**src/rtl/hfcp_pkg.sv**
```systemverilog
package hfcp_pkg;

    // Fixed field widths of the item ports
    localparam int MODE_W   = 2;
    localparam int SYM_W    = 6;
    localparam int BODY_W   = 64;

    // Defaults for the top-level parameters
    localparam int DEF_SYMBOL_COUNT = 64;
    localparam int DEF_RULE_DEPTH   = 64;

    // Item modes
    localparam logic [MODE_W-1:0] MODE_FACT  = 2'd0;
    localparam logic [MODE_W-1:0] MODE_RULE  = 2'd1;
    localparam logic [MODE_W-1:0] MODE_PROVE = 2'd2;

    // Controller to datapath
    typedef struct packed {
        logic fact_wr;     // set the fact named by symbol
        logic rule_wr;     // append {symbol, body_mask} to the rule table
        logic query_ld;    // latch symbol as the query
        logic res_clear;   // pending result = proven 0, status 0
        logic res_hit;     // pending result proven = 1
        logic scan_start;  // start a pass: read rule 0, clear fired flag
        logic scan_step;   // evaluate the rule in the read register
        logic out_load;    // move pending result into the output register
    } hfcp_cmd_t;

    // Datapath to controller
    typedef struct packed {
        logic qhit;         // query bit is a fact
        logic table_empty;  // no rules stored
        logic last_rule;    // read register holds the last stored rule
        logic fired_any;    // some rule fired in this pass, including this step
    } hfcp_stat_t;

endpackage

```
**src/rtl/hfcp_ctrl.sv**
```systemverilog
module hfcp_ctrl (
    input  logic                        clk,
    input  logic                        rst_n,
    input  logic                        in_valid,
    output logic                        in_ready,
    input  logic [hfcp_pkg::MODE_W-1:0] mode,
    output logic                        out_valid,
    input  logic                        out_ready,
    output hfcp_pkg::hfcp_cmd_t         cmd,
    input  hfcp_pkg::hfcp_stat_t        stat
);
    import hfcp_pkg::*;

    typedef enum logic [3:0] {
        ST_IDLE   = 4'b0001,
        ST_PASS   = 4'b0010,
        ST_SCAN   = 4'b0100,
        ST_RESULT = 4'b1000
    } state_t;

    state_t state_reg, state_next;
    logic   out_valid_reg, out_valid_next;

    assign in_ready  = (state_reg == ST_IDLE);
    assign out_valid = out_valid_reg;

    always_comb
    begin
        state_next = state_reg;
        cmd        = '0;
        unique case (state_reg)
            ST_IDLE:
            begin
                if (in_valid)
                begin
                    unique case (mode)
                        MODE_FACT:
                        begin
                            cmd.fact_wr   = 1'b1;
                            cmd.res_clear = 1'b1;
                            state_next    = ST_RESULT;
                        end
                        MODE_RULE:
                        begin
                            cmd.rule_wr = 1'b1;
                            state_next  = ST_RESULT;
                        end
                        MODE_PROVE:
                        begin
                            cmd.query_ld  = 1'b1;
                            cmd.res_clear = 1'b1;
                            state_next    = ST_PASS;
                        end
                        default:
                        begin
                            cmd.res_clear = 1'b1;
                            state_next    = ST_RESULT;
                        end
                    endcase
                end
            end
            ST_PASS:
            begin
                priority if (stat.qhit)
                begin
                    cmd.res_hit = 1'b1;
                    state_next  = ST_RESULT;
                end
                else if (stat.table_empty)
                begin
                    state_next = ST_RESULT;
                end
                else
                begin
                    cmd.scan_start = 1'b1;
                    state_next     = ST_SCAN;
                end
            end
            ST_SCAN:
            begin
                cmd.scan_step = 1'b1;
                // a quiet pass leaves the query unset, so pending proven stays 0
                if (stat.last_rule)
                begin
                    state_next = stat.fired_any ? ST_PASS : ST_RESULT;
                end
            end
            ST_RESULT:
            begin
                if (!out_valid_reg || out_ready)
                begin
                    cmd.out_load = 1'b1;
                    state_next   = ST_IDLE;
                end
            end
            default:
            begin
                state_next = ST_IDLE;
            end
        endcase
    end

    assign out_valid_next = cmd.out_load || (out_valid_reg && !out_ready);

    always_ff @(posedge clk or negedge rst_n)
    begin
        if (!rst_n)
        begin
            state_reg     <= ST_IDLE;
            out_valid_reg <= 1'b0;
        end
        else
        begin
            state_reg     <= state_next;
            out_valid_reg <= out_valid_next;
        end
    end

    a_load_free: assert property (@(posedge clk) disable iff (!rst_n)
        cmd.out_load |-> !out_valid_reg || out_ready)
        else $error("output register overwritten before transfer");

    a_prove_enters_pass: assert property (@(posedge clk) disable iff (!rst_n)
        in_valid && in_ready && mode == MODE_PROVE |=> state_reg == ST_PASS)
        else $error("prove item did not start a pass");

    a_scan_one_pass: assert property (@(posedge clk) disable iff (!rst_n)
        cmd.scan_start |=> state_reg == ST_SCAN)
        else $error("pass start did not enter scan");

endmodule

```
**config.mk**
```make
export PLATFORM = sky130hd
export DESIGN_NAME = hfcp_ctrl
export DESIGN_NICKNAME = d
export VERILOG_FILES = /design/src/rtl/hfcp_pkg.sv /design/src/rtl/hfcp_ctrl.sv
export SDC_FILE = /design/constraint.sdc
export NUM_CORES = 1
export LEC_CHECK = 0
export ABC_CLOCK_PERIOD_IN_PS = 1500
export BUFFER_PORTS_ARGS = -buffer_cell sky130_fd_sc_hd__buf_2
export CAP_MARGIN = 20
export CORE_AREA = 2 2 39 41
export CTS_BUF_LIST = sky130_fd_sc_hd__clkbuf_16
export DETAILED_ROUTE_END_ITERATION = 7
export DIE_AREA = 0 0 41 43
export GPL_TIMING_DRIVEN = 0
export RECOVER_POWER = 100
export SLEW_MARGIN = 20
export SYNTH_ARGS = -nofsm -noshare
export SYNTH_HDL_FRONTEND = slang
export SYNTH_SLANG_ARGS = --single-unit
```
**constraint.sdc**
```tcl
create_clock -name clk -period 1.5 [get_ports clk]
set_input_delay 0.3 -clock clk [delete_from_list [all_inputs] [get_ports clk]]
set_output_delay 0.3 -clock clk [all_outputs]
set_load 0.02 [all_outputs]
```
==> run_results.csv <==
group,metric,value,unit
outcome,outcome,"complete, but fails checks",
outcome,violations,"negative setup slack",
floorplanning,initial_utilization,27.8,%
sta,hold_viol,0,
critical_path,critical_path_cell_count,5,
critical_path,rr_endpoint,"state_reg[1]",
synth,synthTopCellsByCount,"6 x inv_1, 5 x a21oi_1, 5 x nor2_1, 5 x nor3_1, 4 x dfrtp_1",
floorplanning,floorplan_row_count,14,
job,max-cap-violations,0,
synth,synth.yosys.seq_area_share,32.8,%
synth,ys_ff_latch,5,
synth,synth.yosys.warnings,0,
finish,largest_reg_flops,4,
critical_path,critical_path.reg2reg.startpoint,"state_reg[0]",
global_route,grt_pass1_wl,2160,µm
route,vias_per_instance,5.05,
sta,final-setup-viol-count,12,
placement,place_ws,-455,ps
global_route,first_global_vias,507,
synth,synth_nets,56,
synth,synth_top_flop_cell,"dfrtp_1",
global_route,largest_net_degree_at_the_start_of_global_routing,10,
synth,synth_top_area_share,26.0,%
route,drt-initial-drc-count,13,
critical_path,largest_delay_share_family_worst_path,"simple AND/OR/NAND/NOR gates",
sta,fmaxAchievable,484,MHz
sta,final_setup_slack_of_the_worst_path,-566,ps
route,drt_pre_antenna_iters,4,
sta,worst_clock_skew,2.97,ps
synth,synth_area_per_cell,8.38,µm²
sta,worstMarginPinSlew,372,ps
route,wl_per_cell,13.7,µm
placement,port-buffer-count,19,
finish,antenna-diode-count,0,
critical_path,slowest_stage,"dfstp_2",
power_and_ir_drop,vdd.ir_drop.worst,975,µV
critical_path,crit_path_max_incr_delay,520,ps
finish,layout-area-overhead-vs-synth,125,%
critical_path,crit_required,1200,ps
critical_path,endpoint_kind,"output pin",
synth,netlist_instances,46,
route,antenna_left,0,
cts,cts_htree_levels,1,
critical_path,worst-setup-path-type,"flop to output pin",
power_and_ir_drop,lkg_pwr,0.000393,µW
synth,async_reset_ff_share,100,%
critical_path,cp_cell_sequence,"or4b_4 > clkinvlp_4 > nand2_4 > nor3b_4 > buf_6",
cts,ctsRootBufferMaster,"clkbuf_16",
sta,report.final.slew_viol_count,0,
cts,cts_made_buffers,3,
synth,count_of_flip_flops_with_a_built_in_enable_after_synthesis,0,
power_and_ir_drop,power-per-cell-area,1730,nW/µm²
floorplanning,core-area,1380,µm²
critical_path,worst-path-buf-inv,2,
placement,post-dp-hpwl,746,µm
floorplanning,chipWidth,41,µm
global_route,grtUsageTotal,18.1,%
floorplanning,full_die_area,1760,µm²
floorplanning,fp.dieH,43,µm
synth,post-synth-top-area-cell,"dfrtp_1",
critical_path,register_to_register_setup_slack,-380,ps
cts,cts.sinks,5,
sta,hold_slack,317,ps
sta,final_period_minus_worst_setup_slack,2070,ps
critical_path,timing.reg2reg.worst_path_depth,7,
sta,rsz0062_at_grt,"yes",
finish,fin_nets,94,
sta,post_route_clock_period_utilization,138,%
finish,drive_above_1_share,67.5,%
cts,cts_tree,"done",
critical_path,crit_start,"state_reg[0]",
route,drcViolationCount,0,
placement,global_placement_routability_congestion,0.813,
floorplanning,io_pins,20,
worst_hold_path,hp-class,"primary input to flop",
cts,cts_buffer_depth,2,
synth,post_synth_main_area_contributors,"dfrtp_1 26%, or4b_4 7.1%, dfstp_2 6.8%",
sta,max_slew_margin,75.1,%
critical_path,cp-endpoint,"cmd[6]",
critical_path,worstPathMaxFanout,4,
synth,synth_most_common_cell,"inv_1",
critical_path,arrival,1770,ps
critical_path,critPathLaunchType,"flop",
cts,clock_insertion_delay_worst_skew,230,ps
synth,post_synth_num_cell_types,20,
synth,synth.cell_area,385,µm²
global_route,grt.overflow.total,0,
route,finalWirelength,1360,µm
cts,clkTransAtPathRegs,30,ps
global_route,grt_antenna_before_repair,0,
route,routed-via-count,500,
## layout by cell type (no fill, tap or decap), types with 3 or more instances in the layout
| cell | n |
|---|---|
| buf_2 | 8 |
| inv_1 | 5 |
| nor3_4 | 3 |
| buf_4 | 10 |
| a21oi_1 | 3 |
| or4b_4 | 4 |
| nor2_1 | 3 |
| buf_6 | 12 |
| clkbuf_16 | 3 |
## power by group
group	internal, µW	total [µW]	switching [µW]
Clock	345	429	84.0
Combinational	444	832	389
Sequential	185	233	48.0
Total	974	1490	521
## timing repair
action	4_1_cts	5_1_grt
cloned	0	0
gates resized for setup	25	5
endpoints found under the hold margin	4	0
buffers inserted	9	5
pin swaps	8	5
hold buffers	1	0
setup endpoints to repair	12	12
## layer usage
metal | global-route usage, % | share of wire (%) | up-vias
li1 | - | - | 246
met1 | 24.9 | 44 | 233
met2 | 25.6 | 50 | 21
met3 | 6.28 | 6.3 | 0
met4 | 6.00 | 0 | 0
met5 | 0 | 0 | -
## final cells by class
class                           count  area [µm²]
Clock buffer                        3        75.1
Clock inverter                      1        3.75
Fill cell                         113         518
Inverter                            6        26.3
Multi-Input combinational cell     35         344
Sequential cell                     5         129
Tap cell                           16        20.0
Timing Repair Buffer               33         268
## metrics by stage
stage,setup TNS [ps],cell area (µm²),power [µW],std cells,utilization [%]
3_5_place_dp,-2960,588,721,81,42.5
5_1_grt,-5790,866,1570,99,62.6
3_3_place_gp,-2980,588,717,81,42.5
4_1_cts,-4360,821,1380,95,59.3
6_report,-5360,866,1490,99,62.6
2_1_floorplan,-1870,473,598,46,-
## kinds of logic after synthesis
| group | share of synthesized area [%] |
|---|---|
| DFF | 32.8 |
| buffers and inverters | 5.84 |
| AOI/OAI and AO/OA | 19.8 |
| and+or+nand+nor | 41.6 |
## worst register-to-register path, cell delays in order (launching register included)
cell,delay [ps]
dfstp_2,360
buf_4,130
buf_6,110
buf_6,110
or4b_4,540
or3_4,380
o221ai_2,70
nor2_1,60
## worst min-delay path by stage
stage / start / end / slack [ps] / depth (start not counted)
3_5_place_dp: rst_n / out_valid / 120 / 1
3_3_place_gp: rst_n / out_valid / 110 / 1
5_1_grt: out_ready / out_valid / 350 / 2
2_1_floorplan: rst_n / out_valid / 4 / 0
4_1_cts: out_ready / out_valid / 310 / 2
6_report: out_ready / out_valid / 320 / 2
No activity file was read; power rests on OpenSTA's default activity.
